$ cat config.mk
export PLATFORM = sky130hd
export DESIGN_NAME = bill_validator_host_link
export DESIGN_NICKNAME = d
export VERILOG_FILES = /design/src/rtl/bvhl_pkg.sv /design/src/rtl/bvhl_deframer.sv /design/src/rtl/bvhl_serializer.sv /design/src/rtl/bill_validator_host_link.sv
export SDC_FILE = /design/constraint.sdc
export NUM_CORES = 1
export LEC_CHECK = 0
export ABC_AREA = 1
export BUFFER_PORTS_ARGS = -buffer_cell sky130_fd_sc_hd__buf_2
export CORE_ASPECT_RATIO = 2
export CORE_MARGIN = 10
export CORE_UTILIZATION = 64
export DETAILED_ROUTE_END_ITERATION = 10
export MAX_ROUTING_LAYER = met4
export PLACE_DENSITY_LB_ADDON = 0.2
export SKIP_CTS_REPAIR_TIMING = 1
export SLEW_MARGIN = 20
export SYNTH_ARGS = -nofsm -noshare
export SYNTH_HDL_FRONTEND = slang
export SYNTH_SLANG_ARGS = --single-unit
$ cat constraint.sdc
create_clock -name aclk -period 4.3 [get_ports aclk]
set_input_delay 0.645 -clock aclk [delete_from_list [all_inputs] [get_ports aclk]]
set_output_delay 0.645 -clock aclk [all_outputs]
set_load 0.005 [all_outputs]
$ cat src/rtl/bvhl_pkg.sv
package bvhl_pkg;

    // link constants
    localparam logic [7:0] SYNC_BYTE      = 8'hfc;
    localparam logic [7:0] MIN_FRAME_LEN  = 8'd3;
    localparam logic [7:0] LEN_OVERHEAD   = 8'd2;

    // status codes reported by the acceptor
    localparam logic [7:0] ST_IDLING      = 8'h11;
    localparam logic [7:0] ST_ESCROW      = 8'h13;
    localparam logic [7:0] ST_VEND        = 8'h15;
    localparam logic [7:0] ST_STACKED     = 8'h16;
    localparam logic [7:0] ST_DISABLED    = 8'h1a;
    localparam logic [7:0] ST_POWERUP_LO  = 8'h40;
    localparam logic [7:0] ST_POWERUP_HI  = 8'h42;

    // escrow data codes that name a known bill
    localparam logic [7:0] BILL_CODE_LO   = 8'h61;
    localparam logic [7:0] BILL_CODE_HI   = 8'h68;

    // request command codes
    localparam logic CMD_RX_BYTE = 1'b0;
    localparam logic CMD_POLL    = 1'b1;

    typedef struct packed {
        logic       command;
        logic [7:0] rx_byte;
    } in_t;

    typedef struct packed {
        logic [7:0]  tx_byte;
        logic        bill_credited;
        logic [15:0] bill_value;
        logic        last;
    } out_t;

    typedef enum logic [2:0] {
        FR_STATUS  = 3'd0,
        FR_ACK     = 3'd1,
        FR_RESET   = 3'd2,
        FR_STACK1  = 3'd3,
        FR_RETURN  = 3'd4,
        FR_ENABLE  = 3'd5,
        FR_DISABLE = 3'd6
    } frame_kind_t;

    typedef struct packed {
        frame_kind_t kind;
        logic [15:0] value;
    } frame_req_t;

    // index of the final byte of each command frame
    function automatic logic [2:0] frame_last_idx(frame_kind_t kind);
        logic [2:0] idx;
        unique case (kind)
            FR_ENABLE, FR_DISABLE: idx = 3'd5;
            default:               idx = 3'd4;
        endcase
        return idx;
    endfunction

    // command frame contents
    function automatic logic [7:0] frame_byte(frame_kind_t kind, logic [2:0] idx);
        logic [7:0] b;
        b = 8'h00;
        if (idx == 3'd0) begin
            b = SYNC_BYTE;
        end else if (idx == 3'd1) begin
            b = (kind == FR_ENABLE || kind == FR_DISABLE) ? 8'h06 : 8'h05;
        end else begin
            unique case (kind)
                FR_STATUS: begin
                    unique case (idx)
                        3'd2:    b = 8'h11;
                        3'd3:    b = 8'h27;
                        default: b = 8'h56;
                    endcase
                end
                FR_ACK: begin
                    unique case (idx)
                        3'd2:    b = 8'h50;
                        3'd3:    b = 8'haa;
                        default: b = 8'h05;
                    endcase
                end
                FR_RESET: begin
                    unique case (idx)
                        3'd2:    b = 8'h40;
                        3'd3:    b = 8'h2b;
                        default: b = 8'h15;
                    endcase
                end
                FR_STACK1: begin
                    unique case (idx)
                        3'd2:    b = 8'h41;
                        3'd3:    b = 8'ha2;
                        default: b = 8'h04;
                    endcase
                end
                FR_RETURN: begin
                    unique case (idx)
                        3'd2:    b = 8'h43;
                        3'd3:    b = 8'hb0;
                        default: b = 8'h27;
                    endcase
                end
                FR_ENABLE: begin
                    unique case (idx)
                        3'd2:    b = 8'hc3;
                        3'd3:    b = 8'h00;
                        3'd4:    b = 8'h04;
                        default: b = 8'hd6;
                    endcase
                end
                default: begin
                    unique case (idx)
                        3'd2:    b = 8'hc3;
                        3'd3:    b = 8'h01;
                        3'd4:    b = 8'h8d;
                        default: b = 8'hc7;
                    endcase
                end
            endcase
        end
        return b;
    endfunction

    // denomination table, pesos
    function automatic logic [15:0] denom_value(logic [2:0] slot);
        logic [15:0] v;
        unique case (slot)
            3'd0:    v = 16'd1000;
            3'd1:    v = 16'd2000;
            3'd2:    v = 16'd5000;
            3'd3:    v = 16'd10000;
            3'd4:    v = 16'd20000;
            3'd5:    v = 16'd50000;
            default: v = 16'd0;
        endcase
        return v;
    endfunction

endpackage

$ cat src/rtl/bvhl_deframer.sv
module bvhl_deframer (
    input  logic               aclk,
    input  logic               aresetn,
    input  logic               cfg_wr_en,
    input  logic               cfg_wr_data,
    input  logic               s_valid,
    output logic               s_ready,
    input  bvhl_pkg::in_t      s_data,
    output logic               req_valid,
    input  logic               req_ready,
    output bvhl_pkg::frame_req_t req_data
);

    typedef enum logic [2:0] {
        PH_HUNT    = 3'b001,
        PH_LEN     = 3'b010,
        PH_PAYLOAD = 3'b100
    } rx_phase_t;

    rx_phase_t  rx_phase_reg, rx_phase_next;
    logic [7:0] bytes_left_reg, bytes_left_next;
    logic [1:0] payload_count_reg, payload_count_next;
    logic [7:0] status_code_reg, status_code_next;
    logic [7:0] status_data_reg, status_data_next;
    logic       ticket_pending_reg, ticket_pending_next;
    logic       bill_held_reg, bill_held_next;
    logic [2:0] bill_slot_reg, bill_slot_next;
    logic       acceptor_enabled_reg;

    logic                 req_valid_reg;
    bvhl_pkg::frame_req_t req_reg;
    bvhl_pkg::frame_req_t req_new;
    logic                 req_load;

    logic       accept;
    logic [7:0] code_v;
    logic [7:0] data_v;
    logic [7:0] left_v;
    logic [7:0] slot_diff;

    assign s_ready   = !req_valid_reg || req_ready;
    assign accept    = s_valid && s_ready;
    assign req_valid = req_valid_reg;
    assign req_data  = req_reg;

    // payload byte view of the status fields
    assign code_v    = (payload_count_reg == 2'd0) ? s_data.rx_byte : status_code_reg;
    assign data_v    = (payload_count_reg == 2'd1) ? s_data.rx_byte : status_data_reg;
    assign left_v    = bytes_left_reg - 8'd1;
    assign slot_diff = data_v - bvhl_pkg::BILL_CODE_LO;

    // receive state and answer selection
    always_comb begin
        rx_phase_next       = rx_phase_reg;
        bytes_left_next     = bytes_left_reg;
        payload_count_next  = payload_count_reg;
        status_code_next    = status_code_reg;
        status_data_next    = status_data_reg;
        ticket_pending_next = ticket_pending_reg;
        bill_held_next      = bill_held_reg;
        bill_slot_next      = bill_slot_reg;
        req_load            = 1'b0;
        req_new.kind        = bvhl_pkg::FR_STATUS;
        req_new.value       = 16'd0;
        if (accept) begin
            if (s_data.command == bvhl_pkg::CMD_POLL) begin
                req_load = 1'b1;
            end else begin
                unique case (rx_phase_reg)
                    PH_LEN: begin
                        if (s_data.rx_byte < bvhl_pkg::MIN_FRAME_LEN) begin
                            rx_phase_next = PH_HUNT;
                        end else begin
                            bytes_left_next    = s_data.rx_byte - bvhl_pkg::LEN_OVERHEAD;
                            payload_count_next = 2'd0;
                            status_data_next   = 8'd0;
                            rx_phase_next      = PH_PAYLOAD;
                        end
                    end
                    PH_PAYLOAD: begin
                        status_code_next = code_v;
                        status_data_next = data_v;
                        if (payload_count_reg != 2'd2) begin
                            payload_count_next = payload_count_reg + 2'd1;
                        end
                        bytes_left_next = left_v;
                        if (left_v == 8'd0) begin
                            rx_phase_next = PH_HUNT;
                            req_load      = 1'b1;
                            // answer the status code
                            if (code_v == bvhl_pkg::ST_IDLING) begin
                                if (!acceptor_enabled_reg) begin
                                    req_new.kind = bvhl_pkg::FR_DISABLE;
                                end
                            end else if (code_v == bvhl_pkg::ST_ESCROW) begin
                                if (data_v >= bvhl_pkg::BILL_CODE_LO &&
                                    data_v <= bvhl_pkg::BILL_CODE_HI) begin
                                    bill_slot_next      = slot_diff[2:0];
                                    bill_held_next      = 1'b1;
                                    ticket_pending_next = 1'b1;
                                    req_new.kind        = bvhl_pkg::FR_STACK1;
                                end else begin
                                    ticket_pending_next = 1'b0;
                                    req_new.kind        = bvhl_pkg::FR_RETURN;
                                end
                            end else if (code_v == bvhl_pkg::ST_VEND) begin
                                if (ticket_pending_reg) begin
                                    req_new.kind = bvhl_pkg::FR_ACK;
                                end
                            end else if (code_v == bvhl_pkg::ST_STACKED) begin
                                if (ticket_pending_reg) begin
                                    req_new.value = bill_held_reg ?
                                        bvhl_pkg::denom_value(bill_slot_reg) : 16'd0;
                                    bill_held_next      = 1'b0;
                                    ticket_pending_next = 1'b0;
                                end
                            end else if (code_v == bvhl_pkg::ST_DISABLED) begin
                                if (acceptor_enabled_reg) begin
                                    req_new.kind = bvhl_pkg::FR_ENABLE;
                                end
                            end else if (code_v >= bvhl_pkg::ST_POWERUP_LO &&
                                         code_v <= bvhl_pkg::ST_POWERUP_HI) begin
                                req_new.kind = bvhl_pkg::FR_RESET;
                            end
                        end
                    end
                    default: begin
                        rx_phase_next = (s_data.rx_byte == bvhl_pkg::SYNC_BYTE) ?
                                        PH_LEN : PH_HUNT;
                    end
                endcase
            end
        end
    end

    // state registers
    always_ff @(posedge aclk) begin
        if (!aresetn) begin
            rx_phase_reg         <= PH_HUNT;
            bytes_left_reg       <= 8'd0;
            payload_count_reg    <= 2'd0;
            status_code_reg      <= 8'd0;
            status_data_reg      <= 8'd0;
            ticket_pending_reg   <= 1'b0;
            bill_held_reg        <= 1'b0;
            bill_slot_reg        <= 3'd0;
            acceptor_enabled_reg <= 1'b1;
            req_valid_reg        <= 1'b0;
        end else begin
            rx_phase_reg       <= rx_phase_next;
            bytes_left_reg     <= bytes_left_next;
            payload_count_reg  <= payload_count_next;
            status_code_reg    <= status_code_next;
            status_data_reg    <= status_data_next;
            ticket_pending_reg <= ticket_pending_next;
            bill_held_reg      <= bill_held_next;
            bill_slot_reg      <= bill_slot_next;
            if (cfg_wr_en) begin
                acceptor_enabled_reg <= cfg_wr_data;
            end
            if (req_load) begin
                req_valid_reg <= 1'b1;
            end else if (req_ready) begin
                req_valid_reg <= 1'b0;
            end
        end
    end

    // frame request register
    always_ff @(posedge aclk) begin
        if (req_load) begin
            req_reg <= req_new;
        end
    end

endmodule

$ cat src/rtl/bvhl_serializer.sv
module bvhl_serializer (
    input  logic                 aclk,
    input  logic                 aresetn,
    input  logic                 req_valid,
    output logic                 req_ready,
    input  bvhl_pkg::frame_req_t req_data,
    output logic                 m_valid,
    input  logic                 m_ready,
    output bvhl_pkg::out_t       m_data
);

    logic                  busy_reg;
    bvhl_pkg::frame_kind_t kind_reg;
    logic [15:0]           value_reg;
    logic [2:0]            idx_reg;
    logic                  last_byte;
    logic                  first_byte;

    assign last_byte  = idx_reg == bvhl_pkg::frame_last_idx(kind_reg);
    assign first_byte = idx_reg == 3'd0;
    assign req_ready  = !busy_reg || (m_ready && last_byte);
    assign m_valid    = busy_reg;

    // output byte from the frame rom
    always_comb begin
        m_data.tx_byte       = bvhl_pkg::frame_byte(kind_reg, idx_reg);
        m_data.bill_credited = first_byte && (value_reg != 16'd0);
        m_data.bill_value    = first_byte ? value_reg : 16'd0;
        m_data.last          = last_byte;
    end

    // frame walk
    always_ff @(posedge aclk) begin
        if (!aresetn) begin
            busy_reg <= 1'b0;
        end else if (req_ready) begin
            busy_reg <= req_valid;
        end
    end

    always_ff @(posedge aclk) begin
        if (req_ready) begin
            kind_reg  <= req_data.kind;
            value_reg <= req_data.value;
            idx_reg   <= 3'd0;
        end else if (busy_reg && m_ready) begin
            idx_reg <= idx_reg + 3'd1;
        end
    end

endmodule

$ cat src/rtl/bill_validator_host_link.sv
// answer path: a request that ends a frame is held in the deframer's request register,
// then in the serialiser's frame registers; throughput: one request per cycle while no
// frame request waits to be taken; each frame is 5 or 6 bytes, set by the frame serialiser
// reset: synchronous, active low; receiver hunts for sync, no bill pending, acceptor enabled
module bill_validator_host_link (
    input  logic           aclk,
    input  logic           aresetn,
    input  logic           cfg_wr_en,
    input  logic           cfg_wr_data,
    input  logic           s_valid,
    output logic           s_ready,
    input  bvhl_pkg::in_t  s_data,
    output logic           m_valid,
    input  logic           m_ready,
    output bvhl_pkg::out_t m_data
);

    logic                 req_valid;
    logic                 req_ready;
    bvhl_pkg::frame_req_t req_data;

    // deframer and answer decision
    bvhl_deframer u_deframer (
        .aclk        (aclk),
        .aresetn     (aresetn),
        .cfg_wr_en   (cfg_wr_en),
        .cfg_wr_data (cfg_wr_data),
        .s_valid     (s_valid),
        .s_ready     (s_ready),
        .s_data      (s_data),
        .req_valid   (req_valid),
        .req_ready   (req_ready),
        .req_data    (req_data)
    );

    // command frame output
    bvhl_serializer u_serializer (
        .aclk      (aclk),
        .aresetn   (aresetn),
        .req_valid (req_valid),
        .req_ready (req_ready),
        .req_data  (req_data),
        .m_valid   (m_valid),
        .m_ready   (m_ready),
        .m_data    (m_data)
    );

endmodule

==> out/qor.json, run 1 <==
{
  "status": "completed",
  "synth_area_per_cell_um2": 7.47,
  "setup_failing_eps_final": 0,
  "detail_route.first_pass.iterations": 5,
  "detailed_place_hpwl_um": 8320,
  "slew_viol_final": 0,
  "regToRegStartpoint": "u_deframer.payload_count_reg[1]",
  "pwr-share-clk_pct": 46.7,
  "power_density_nw_per_um2": 328,
  "combinationalPowerShare_pct": 6.9,
  "first_global_vias": 3886,
  "worstRegToRegCells": 11,
  "r2r_setup_slk_ns": 1.65,
  "post_synthesis_sequential_area_ratio_pct": 40.4,
  "distinct_cell_type_count_of_the_synthesized_netlist": 47,
  "max_cap_violations": 0,
  "largest_register_ff_count": 16,
  "async_flop_share_pct": 0,
  "synth.cell_area_um2": 4360,
  "cpPeakStageDelay_ns": 0.45,
  "ys.warnings.count": 0,
  "power.switching_fraction_pct": 23.5,
  "required_ns": 3.65,
  "route.detailed.drc": 0,
  "yosys.area.top_type_share_pct": 22.0,
  "gr-usage-all-layers_pct": 20.9,
  "floorplan.rows": 42,
  "worst_ep_arrival_time_ns": 2.33,
  "synthMostInstantiatedCell": "nand2_1",
  "worstPathBufferInverterCount": 3,
  "setup.worst_path.start": "u_serializer.idx_reg[0]",
  "crit_type": "reg -> out",
  "synth_seq_cells": 72,
  "clk_latency_ns": 0.34,
  "timing.slew.headroom_pct": 46.8,
  "port-buffer-count": 39,
  "design.die.area_um2": 10700,
  "initial_core_util_pct": 65.9,
  "period_minus_slack_ns": 2.97,
  "worstSetupStartpointType": "flip-flop",
  "routed_wire_length_per_instance_um": 15.0,
  "setup_repair_after_global_routing_missed_its_margin": "false",
  "post-route-util_pct": 73.3,
  "crit_path_cell_trace": "inv_1 -> ha_1 -> nand2_1 -> inv_1 -> o32a_1 -> buf_2",
  "static-leakage-power_uw": 0.00215,
  "postSynthCellCount": 584,
  "power.share.sequential_pct": 46.4,
  "design.portCount": 43,
  "synth_enable_flop_cells": 32,
  "max_freq_mhz": 337,
  "postSynth.topFlopCell": "dfxtp_1",
  "finClkSkew_ns": 0.00655,
  "critical_path_endpoint_category": "output pin",
  "worst_hold_path_type": "reg -> reg",
  "floorplan.die.height_um": 137,
  "worst_vdd_ir_mv": 0.274,
  "p_switching_uw": 374,
  "grt_first_pass_wirelength_um": 17400,
  "dpl_cells": 696,
  "intPower_uw": 1220,
  "post-synth-top-area-cell": "edfxtp_1",
  "antennaDiodeCount": 0,
  "cts_made_buffers": 9,
  "crit_path_max_fanout": 19,
  "core_area_um2": 6620,
  "final_nets": 648,
  "cp_top_family": "buffers and inverters",
  "final_layout_setup_total_negative_slack_ns": 0,
  "tritoncts": "yes",
  "overflow": 0,
  "vias": 4042,
  "clock_sink_count": 72,
  "min_period_over_period_pct": 69.1,
  "min_path_cells": 0,
  "postRouteWirelength_um": 10700,
  "area_growth_pct": 11.2,
  "rr_endpoint": "u_deframer.req_data[17]",
  "htreeDepth": 3,
  "antenna_found_initial": 0,
  "largest_net_degree_at_the_start_of_global_routing": 28,
  "clock_tree.root_cell": "clkbuf_16",
  "final_hold_viol_count": 0,
  "timing.critical_path.slowest_stage_cell": "nand2_1",
  "ys_top_cells_by_count": "127 x nand2_1, 82 x inv_1, 60 x nor2_1",
  "critical_path_destination": "m_data[21]",
  "ant_nets": 0,
  "critical_path_depth": 6,
  "dr.first_iter.drc_count": 274,
  "cp_common_cell": "inv_1",
  "post_layout_nonfiller_instances": 712,
  "worst_hold_slack_ns": 0.418,
  "number_of_filler_cells_placed_in_the_layout": 551,
  "worst_slew_pin_slew_ns": 0.798,
  "gp_routability_congestion": 1.00,
  "drive_above_1_share_pct": 15.2,
  "die_width_um": 78.4,
  "maximum_buffer_depth_of_the_clock_tree": 2,
  "clk_pin_slew_worst_paths_ns": 0.06,
  "synthTopCellsByArea": "edfxtp_1 22%, dfxtp_1 18%, nand2_1 11%",
  "post_drt_via_cell_ratio": 5.68
}
-- worst min path at each step --
stage | from | endpoint | slack, ns
6_report | u_deframer.req_data[11] | u_serializer.value_reg[11] | 0.42
5_1_grt | u_deframer.req_data[17] | u_serializer.kind_reg[1] | 0.43
4_1_cts | u_deframer.req_data[11] | u_serializer.value_reg[11] | 0.42
3_5_place_dp | u_deframer.req_data[11] | u_serializer.value_reg[11] | 0.40
3_3_place_gp | u_deframer.req_data[15] | u_serializer.value_reg[15] | 0.40
2_1_floorplan | u_deframer.req_data[16] | u_serializer.kind_reg[0] | 0.40
-- layout make-up --
type                            count  area [um2]  area share (%)
Clock inverter                      7        77.6            1.60
Multi-Input combinational cell    408        2150            44.3
Sequential cell                    72        1760            36.3
Clock buffer                        9         225            4.64
Timing Repair Buffer               39         195            4.02
Inverter                           89         334            6.88
Tap cell                           88         110            2.27
-- layout by cell type (no fill, tap or decap), types with 8 or more instances in the layout --
cell type and instances:
o21ai_1 8, edfxtp_1 32, nor3_1 8, ha_1 14, clkbuf_16 9, nand3_1 37, inv_1 82, dfxtp_1 40
a21oi_1 45, o21ai_0 40, buf_2 39, nor2_1 60, nand2_1 127
-- power groups by stage --
stage	registers [uW]	clock network [uW]	logic [uW]
after floorplan	748	0	72.8
after global placement	751	0	105
after detailed placement	752	0	107
after CTS	737	752	108
after global routing	739	781	122
final	738	743	109
-- through the flow --
stage	setup slack [ns]	cell area, um2	power [uW]
6_report	1.33	4850	1590
5_1_grt	1.16	4850	1640
4_1_cts	1.34	4850	1600
3_5_place_dp	1.66	4550	859
3_3_place_gp	1.72	4550	857
2_1_floorplan	1.92	4370	821
-- metal layers --
| layer | vias to the layer above | track usage, % | share of wire (%) | routed length [um] |
|---|---|---|---|---|
| met2 | 153 | 39.0 | 55 | 5820 |
| met4 | 0 | 14.6 | 6.4 | 680 |
| li1 | 1985 | - | - | - |
| met5 | - | - | 0 | 0 |
| met1 | 1843 | 17.1 | 34 | 3610 |
| met3 | 61 | 5.26 | 5.3 | 570 |
-- worst reg2reg max path: stages (launching register included) --
cell and delay, ns:
dfxtp_1 0.35, inv_1 0.07, ha_1 0.29, o21ai_0 0.41
ha_1 0.27, nand3_1 0.08, nor3_1 0.37, nor2_1 0.10
nand2_1 0.14, inv_1 0.08, nor3_1 0.20, nor2_1 0.06
-- cell families after synthesis --
family / count (synthesis) / synth area share, %
buffers and inverters: 106 / 10.5
other: 1 / 0.0860
flip-flops: 72 / 40.4
XOR/XNOR: 7 / 1.41
AND/OR/NAND/NOR: 276 / 30.1
adder cells (fa/ha/maj): 14 / 4.01
AO/OA/AOI/OAI: 108 / 13.5
(Power assumes the default switching activity.)
==> inputs of run 2 (changes only) <==
--- a/config.mk
+++ b/config.mk
@@ -9,7 +9,7 @@
 export BUFFER_PORTS_ARGS = -buffer_cell sky130_fd_sc_hd__buf_2
 export CORE_ASPECT_RATIO = 2
 export CORE_MARGIN = 10
-export CORE_UTILIZATION = 64
+export CORE_UTILIZATION = 60
 export DETAILED_ROUTE_END_ITERATION = 10
 export MAX_ROUTING_LAYER = met4
 export PLACE_DENSITY_LB_ADDON = 0.2
==> constraint.sdc (replaced) <==
create_clock -name aclk -period 3 [get_ports aclk]
set_input_delay 0.45 -clock aclk [delete_from_list [all_inputs] [get_ports aclk]]
set_output_delay 0.45 -clock aclk [all_outputs]
set_load 0.005 [all_outputs]
==> out/qor.json, run 2 (synthesized netlist as in run 1, its figures left out) <==
{
  "status": {"value": "completed", "change": "unchanged"},
  "slew_viol_final": {"value": 0, "change": "unchanged"},
  "gr-usage-all-layers": {"value": 17.7, "unit": "%", "change": "was 20.9%"},
  "antenna_found_initial": {"value": 0, "change": "unchanged"},
  "layout_commonest_cell": {"value": "nand2_1", "change": "unchanged"},
  "design.die.area": {"value": 11300, "unit": "um2", "change": "was 10700 um2"},
  "clock_tree.root_cell": {"value": "clkbuf_16", "change": "unchanged"},
  "largest_register_ff_count": {"value": 16, "change": "unchanged"},
  "detailed_place_hpwl": {"value": 7230, "unit": "um", "change": "was 8320 um"},
  "worstSetupStartpointType": {"value": "flip-flop", "change": "unchanged"},
  "postRouteWirelength": {"value": 9440, "unit": "um", "change": "was 10700 um"},
  "period_minus_slack_ns": 2.73,
  "dpl_cells": {"value": 702, "change": "was 696"},
  "vias": {"value": 3811, "change": "was 4042"},
  "setup_repair_after_global_routing_missed_its_margin": {"value": "false", "change": "unchanged"},
  "number_of_filler_cells_placed_in_the_layout": {"value": 637, "change": "was 551"},
  "post_drt_via_cell_ratio": {"value": 5.31, "change": "was 5.68"},
  "timing.critical_path.slowest_stage_cell": {"value": "inv_1", "change": "was nand2_1"},
  "clock_sink_count": {"value": 72, "change": "unchanged"},
  "tritoncts": {"value": "yes", "change": "unchanged"},
  "critical_path_endpoint_category": {"value": "flip-flop", "change": "was output pin"},
  "antennaDiodeCount": {"value": 0, "change": "unchanged"},
  "static-leakage-power": {"value": 0.00215, "unit": "uW", "change": "about the same"},
  "design.portCount": {"value": 43, "change": "unchanged"},
  "ant_nets": {"value": 0, "change": "unchanged"},
  "max_freq_mhz": 366,
  "initial_core_util": {"value": 61.0, "unit": "%", "change": "was 65.9%"},
  "grt_first_pass_wirelength": {"value": 15800, "unit": "um", "change": "was 17400 um"},
  "timing.slew.headroom": {"value": 45.7, "unit": "%", "change": "was 46.8%"},
  "first_global_vias": {"value": 3549, "change": "was 3886"},
  "die_width": {"value": 80.3, "unit": "um", "change": "was 78.4 um"},
  "worst_ep_arrival_time": {"value": 2.70, "unit": "ns", "change": "was 2.33 ns"},
  "min_period_over_period_pct": 91.1,
  "final_nets": {"value": 650, "change": "was 648"},
  "crit_path_max_fanout": {"value": 16, "change": "was 19"},
  "final_cell_mix": {"value": "127 x nand2_1, 82 x inv_1, 60 x nor2_1, 45 x a21oi_1", "change": "unchanged"},
  "clk_pin_slew_worst_paths": {"value": 0.06, "unit": "ns", "change": "about the same"},
  "multiInputGateArea": {"value": 2150, "unit": "um2", "change": "unchanged"},
  "detail_route.first_pass.iterations": {"value": 5, "change": "unchanged"},
  "core_area": {"value": 7160, "unit": "um2", "change": "was 6620 um2"},
  "crit_path_cell_trace": {"value": "inv_1 -> ha_1 -> nand2_1 -> xor2_1 -> nand3_1 -> nor2_1 -> nand2_1 -> nor2_2 -> o21ai_0 -> inv_1", "change": "was inv_1 -> ha_1 -> nand2_1 -> inv_1 -> o32a_1 -> buf_2"},
  "route.detailed.drc": {"value": 0, "change": "unchanged"},
  "post-route-util": {"value": 67.8, "unit": "%", "change": "was 73.3%"},
  "clk_latency": {"value": 0.33, "unit": "ns", "change": "was 0.34 ns"},
  "dr.first_iter.drc_count": {"value": 278, "change": "was 274"},
  "maximum_buffer_depth_of_the_clock_tree": {"value": 2, "change": "unchanged"},
  "cts_made_buffers": {"value": 9, "change": "unchanged"},
  "finClkSkew": {"value": 0.00552, "unit": "ns", "change": "was 0.00655 ns"},
  "floorplan.die.height": {"value": 141, "unit": "um", "change": "was 137 um"},
  "max_cap_violations": {"value": 0, "change": "unchanged"},
  "port-buffer-count": {"value": 39, "change": "unchanged"},
  "post_layout_nonfiller_instances": {"value": 718, "change": "was 712"},
  "power_density": {"value": 455, "unit": "nW/um2", "change": "was 328 nW/um2"},
  "largest_net_degree_at_the_start_of_global_routing": {"value": 28, "change": "unchanged"},
  "overflow": {"value": 0, "change": "unchanged"},
  "gp_routability_congestion": {"value": 0.915, "change": "was 1.00"},
  "required": {"value": 2.97, "unit": "ns", "change": "was 3.65 ns"},
  "htreeDepth": {"value": 3, "change": "unchanged"},
  "area_growth": {"value": 11.3, "unit": "%", "change": "was 11.2%"},
  "worst_hold_slack": {"value": 0.318, "unit": "ns", "change": "was 0.418 ns"},
  "routed_wire_length_per_instance": {"value": 13.1, "unit": "um", "change": "was 15.0 um"},
  "cpPeakStageDelay": {"value": 0.47, "unit": "ns", "change": "was 0.45 ns"},
  "storage_element_area": {"value": 1760, "unit": "um2", "change": "unchanged"},
  "final_hold_viol_count": {"value": 0, "change": "unchanged"},
  "setup_failing_eps_final": {"value": 0, "change": "unchanged"},
  "worst_hold_path_type": {"value": "in -> reg", "change": "was reg -> reg"},
  "final_layout_setup_total_negative_slack": {"value": 0, "unit": "ns", "change": "unchanged"},
  "drive_above_1_share": {"value": 15.5, "unit": "%", "change": "was 15.2%"},
  "worst_vdd_ir": {"value": 0.453, "unit": "mV", "change": "was 0.274 mV"},
  "worst_slew_pin_slew": {"value": 0.814, "unit": "ns", "change": "was 0.798 ns"},
  "crit_type": {"value": "reg -> reg", "change": "was reg -> out"},
  "floorplan.rows": {"value": 44, "change": "was 42"}
}
-- run 2: cell types whose count changed in the layout (fill, tap and decap cells not counted), sizes merged --
cell,before,now
buf,39,41
bufinv,1,0
clkinv,4,2
inv,90,93
-- run 2: final cells by class --
cell class | count | share of cell area, %
clock buffers | 9 | 4.64
well taps | 92 | 2.37
flip-flops and latches | 72 | 36.3
multi-input cells | 408 | 44.3
repair buffers | 41 | 4.33
inverters | 89 | 6.88
clock inverters | 7 | 1.24
-- run 2: path summary, 6_finish.rpt --
check	from	to	slack, ns	cells after the start
max	u_deframer.bytes_left_reg[0]	u_deframer.req_data[13]	0.27	10
min	cfg_wr_en	u_deframer.acceptor_enabled_reg	0.32	2
max reg2reg	u_deframer.bytes_left_reg[0]	u_deframer.req_data[13]	0.27	10
min reg2reg	u_deframer.req_data[17]	u_serializer.kind_reg[1]	0.42	0
-- run 2: metal layers --
layer | global-route usage, % | up-vias | routed length [um]
met2 | 29.0 | 89 | 4790
met1 | 19.7 | 1717 | 4070
li1 | - | 1982 | -
met3 | 3.57 | 23 | 354
met5 | - | - | 0
met4 | 8.77 | 0 | 229
-- run 2: through the flow --
step	worst slack, ns	power, uW	area [um2]
after detailed placement	0.310	1230	4570
after global routing	0.00935	2290	4860
after CTS	0.289	2230	4860
after global placement	0.405	1230	4570
after floorplan	0.625	1180	4370
final	0.266	2210	4860
-- run 2: worst max-delay path, delay by kind of cell, from the launching register on --
kind	cells	cell delay (ns)
AOI/OAI and AO/OA	1	0.16
adders and majority gates	1	0.25
buffers and inverters	2	0.60
and+or+nand+nor	5	0.79
xor gates and xnor gates	1	0.17
DFF	1	0.40
-- run 2: where the power goes --
group	leakage [uW]	total, uW	switching [uW]	internal, uW
logic	0.00134	151	101	49.8
registers	0.000673	1060	14.7	1040
clock network	0.000138	1000	425	575
==> inputs of run 3 (changes only) <==
--- a/config.mk
+++ b/config.mk
@@ -13,6 +13,7 @@
 export DETAILED_ROUTE_END_ITERATION = 10
 export MAX_ROUTING_LAYER = met4
 export PLACE_DENSITY_LB_ADDON = 0.2
+export RECOVER_POWER = 50
 export SKIP_CTS_REPAIR_TIMING = 1
 export SLEW_MARGIN = 20
 export SYNTH_ARGS = -nofsm -noshare
==> out/qor.json, run 3 (synthesized netlist as in run 1, its figures left out) <==
{
  "status": {"value": "completed", "change": "unchanged"},
  "largest_register_ff_count": {"value": 16, "change": "unchanged"},
  "wl_met3": {"value": 399, "unit": "um", "change": "was 354 um"},
  "post_drt_via_cell_ratio": {"value": 5.33, "change": "was 5.31"},
  "finClkSkew": {"value": 0.00574, "unit": "ns", "change": "was 0.00552 ns"},
  "drive_above_1_share": {"value": 14.7, "unit": "%", "change": "was 15.5%"},
  "postRouteWirelength": {"value": 9420, "unit": "um", "change": "was 9440 um"},
  "worstSetupStartpointType": {"value": "flip-flop", "change": "unchanged"},
  "setup_repair_after_global_routing_missed_its_margin": {"value": "false", "change": "unchanged"},
  "timing.critical_path.slowest_stage_cell": {"value": "inv_1", "change": "unchanged"},
  "final_nets": {"value": 650, "change": "unchanged"},
  "routed-wl-met2": {"value": 4760, "unit": "um", "change": "was 4790 um"},
  "ant_nets": {"value": 0, "change": "unchanged"},
  "vias": {"value": 3828, "change": "was 3811"},
  "design.portCount": {"value": 43, "change": "unchanged"},
  "routed_wire_length_per_instance": {"value": 13.1, "unit": "um", "change": "about the same"},
  "totalPowerFinal": {"value": 2200, "unit": "uW", "change": "was 2210 uW"},
  "static-leakage-power": {"value": 0.00211, "unit": "uW", "change": "was 0.00215 uW"},
  "regToRegStartpoint": {"value": "u_deframer.bytes_left_reg[0]", "change": "unchanged"},
  "worst_vdd_ir": {"value": 0.453, "unit": "mV", "change": "about the same"},
  "overflow": {"value": 0, "change": "unchanged"},
  "antenna_found_initial": {"value": 0, "change": "unchanged"},
  "crit_path_cell_trace": {"value": "inv_1 -> ha_1 -> nand2_1 -> xor2_1 -> nand3_1 -> nor2_1 -> nand2_1 -> nor2_2 -> o21ai_0 -> inv_1", "change": "unchanged"},
  "worst_slew_pin_slew": {"value": 0.939, "unit": "ns", "change": "was 0.814 ns"},
  "rr_endpoint": {"value": "u_deframer.req_data[13]", "change": "unchanged"},
  "cts_made_buffers": {"value": 9, "change": "unchanged"},
  "setup_ws": {"value": 0.269, "unit": "ns", "change": "was 0.266 ns"},
  "gr-usage-all-layers": {"value": 17.7, "unit": "%", "change": "unchanged"},
  "min_delay_worst_endpoint": {"value": "u_deframer.acceptor_enabled_reg", "change": "unchanged"},
  "required": {"value": 2.97, "unit": "ns", "change": "about the same"},
  "number_of_filler_cells_placed_in_the_layout": {"value": 642, "change": "was 637"},
  "min_period_over_period": {"value": 91.0, "unit": "%", "change": "was 91.1%"},
  "setup.worst_path.start": {"value": "u_deframer.bytes_left_reg[0]", "change": "unchanged"},
  "initial_core_util": {"value": 61.0, "unit": "%", "change": "unchanged"},
  "final_hold_viol_count": {"value": 0, "change": "unchanged"},
  "largest_net_degree_at_the_start_of_global_routing": {"value": 28, "change": "unchanged"},
  "antennaDiodeCount": {"value": 0, "change": "unchanged"},
  "port-buffer-count": {"value": 39, "change": "unchanged"},
  "maxUsedRoutingLayer": {"value": "met4", "change": "unchanged"},
  "dpl_cells": {"value": 702, "change": "unchanged"},
  "critical_path_endpoint_category": {"value": "flip-flop", "change": "unchanged"},
  "dr.first_iter.drc_count": {"value": 281, "change": "was 278"},
  "clk_pin_slew_worst_paths": {"value": 0.06, "unit": "ns", "change": "about the same"},
  "die_width": {"value": 80.3, "unit": "um", "change": "unchanged"},
  "max_freq": {"value": 366, "unit": "MHz", "change": "about the same"},
  "gp_routability_congestion": {"value": 0.915, "change": "unchanged"},
  "slew_viol_final": {"value": 0, "change": "unchanged"},
  "detail_route.first_pass.iterations": {"value": 5, "change": "unchanged"},
  "storage_element_area": {"value": 1760, "unit": "um2", "change": "unchanged"},
  "max_cap_violations": {"value": 0, "change": "unchanged"},
  "preCtsSetupSlack": {"value": 0.310, "unit": "ns", "change": "unchanged"},
  "setup_failing_eps_final": {"value": 0, "change": "unchanged"},
  "crit_type": {"value": "reg -> reg", "change": "unchanged"},
  "post-route-util": {"value": 67.3, "unit": "%", "change": "was 67.8%"},
  "period_minus_slack": {"value": 2.73, "unit": "ns", "change": "about the same"},
  "cp_top_family": {"value": "simple AND/OR/NAND/NOR gates", "change": "unchanged"},
  "final_cell_mix": {"value": "127 x nand2_1, 82 x inv_1, 60 x nor2_1, 45 x a21oi_1", "change": "unchanged"},
  "worstRegToRegCells": {"value": 10, "change": "unchanged"},
  "htreeDepth": {"value": 3, "change": "unchanged"},
  "first_global_vias": {"value": 3549, "change": "unchanged"},
  "clk_latency": {"value": 0.33, "unit": "ns", "change": "about the same"},
  "worst_hold_startpoint": {"value": "cfg_wr_en", "change": "unchanged"},
  "cpPeakStageDelay": {"value": 0.47, "unit": "ns", "change": "about the same"},
  "r2r_setup_slk": {"value": 0.27, "unit": "ns", "change": "about the same"},
  "timing.slew.headroom": {"value": 37.3, "unit": "%", "change": "was 45.7%"},
  "grt_first_pass_wirelength": {"value": 15800, "unit": "um", "change": "unchanged"},
  "post_layout_nonfiller_instances": {"value": 718, "change": "unchanged"},
  "route.detailed.drc": {"value": 0, "change": "unchanged"},
  "final_layout_setup_total_negative_slack": {"value": 0, "unit": "ns", "change": "unchanged"},
  "worst_ep_arrival_time": {"value": 2.70, "unit": "ns", "change": "about the same"},
  "floorplan.rows": {"value": 44, "change": "unchanged"},
  "crit_path_max_fanout": {"value": 16, "change": "unchanged"},
  "layout_commonest_cell": {"value": "nand2_1", "change": "unchanged"},
  "core_area": {"value": 7160, "unit": "um2", "change": "unchanged"},
  "detailed_place_hpwl": {"value": 7230, "unit": "um", "change": "unchanged"},
  "clock_tree.root_cell": {"value": "clkbuf_16", "change": "unchanged"},
  "maximum_buffer_depth_of_the_clock_tree": {"value": 2, "change": "unchanged"},
  "multiInputGateArea": {"value": 2110, "unit": "um2", "change": "was 2150 um2"},
  "clock_sink_count": {"value": 72, "change": "unchanged"},
  "tritoncts": {"value": "yes", "change": "unchanged"},
  "worst_hold_path_type": {"value": "in -> reg", "change": "unchanged"},
  "floorplan.die.height": {"value": 141, "unit": "um", "change": "unchanged"},
  "min_path_cells": {"value": 2, "change": "unchanged"},
  "design.die.area": {"value": 11300, "unit": "um2", "change": "unchanged"},
  "power_density": {"value": 458, "unit": "nW/um2", "change": "was 455 nW/um2"},
  "area_growth": {"value": 10.4, "unit": "%", "change": "was 11.3%"},
  "wl_met1": {"value": 4040, "unit": "um", "change": "was 4070 um"},
  "worstPathBufferInverterCount": {"value": 2, "change": "unchanged"}
}
## run 3: power breakdown
group          internal (uW)  total [uW]  switching (uW)
registers               1040        1060            13.8
logic                   49.2         149            99.7
clock network            575         998             423
total                   1670        2200             537
## run 3: area by class of cell
class / count / share of cell area, %
Timing Repair Buffer: 41 / 4.31
Tap cell: 92 / 2.39
Sequential cell: 72 / 36.6
Clock inverter: 7 / 1.25
Multi-Input combinational cell: 408 / 43.9
Clock buffer: 9 / 4.68
Inverter: 89 / 6.94
## run 3: worst max-delay path by stage
| stage | end | slack, ns | cells after the start |
|---|---|---|---|
| floorplan | u_deframer.req_data[17] | 0.62 | 12 |
| global placement | u_deframer.req_data[10] | 0.41 | 10 |
| detailed placement | u_deframer.req_data[8] | 0.31 | 10 |
| CTS | u_deframer.req_data[13] | 0.29 | 10 |
| global route | u_deframer.req_data[13] | 0.009 | 10 |
| finish | u_deframer.req_data[13] | 0.27 | 10 |
## run 3: layer usage
layer  global-route usage [%]  vias up
met5                        -        -
met4                     8.77        0
met3                     3.57       21
li1                         -     1981
met2                     29.0       99
met1                     19.7     1727
## run 3: per-stage QoR
step	instance area, um2	hold WS, ns
2_1_floorplan	4370	0.400
3_3_place_gp	4570	0.401
3_5_place_dp	4570	0.405
4_1_cts	4860	0.315
5_1_grt	4820	0.348
6_report	4820	0.320
## run 3: worst reg2reg max path, stage by stage (launching register included)
cell     delay (ns)
dfxtp_1        0.39
inv_1          0.13
ha_1           0.25
nand2_1        0.11
xor2_1         0.17
nand3_1        0.09
nor2_1         0.15
nand2_1        0.18
nor2_2         0.25
o21ai_0        0.16
inv_1          0.47
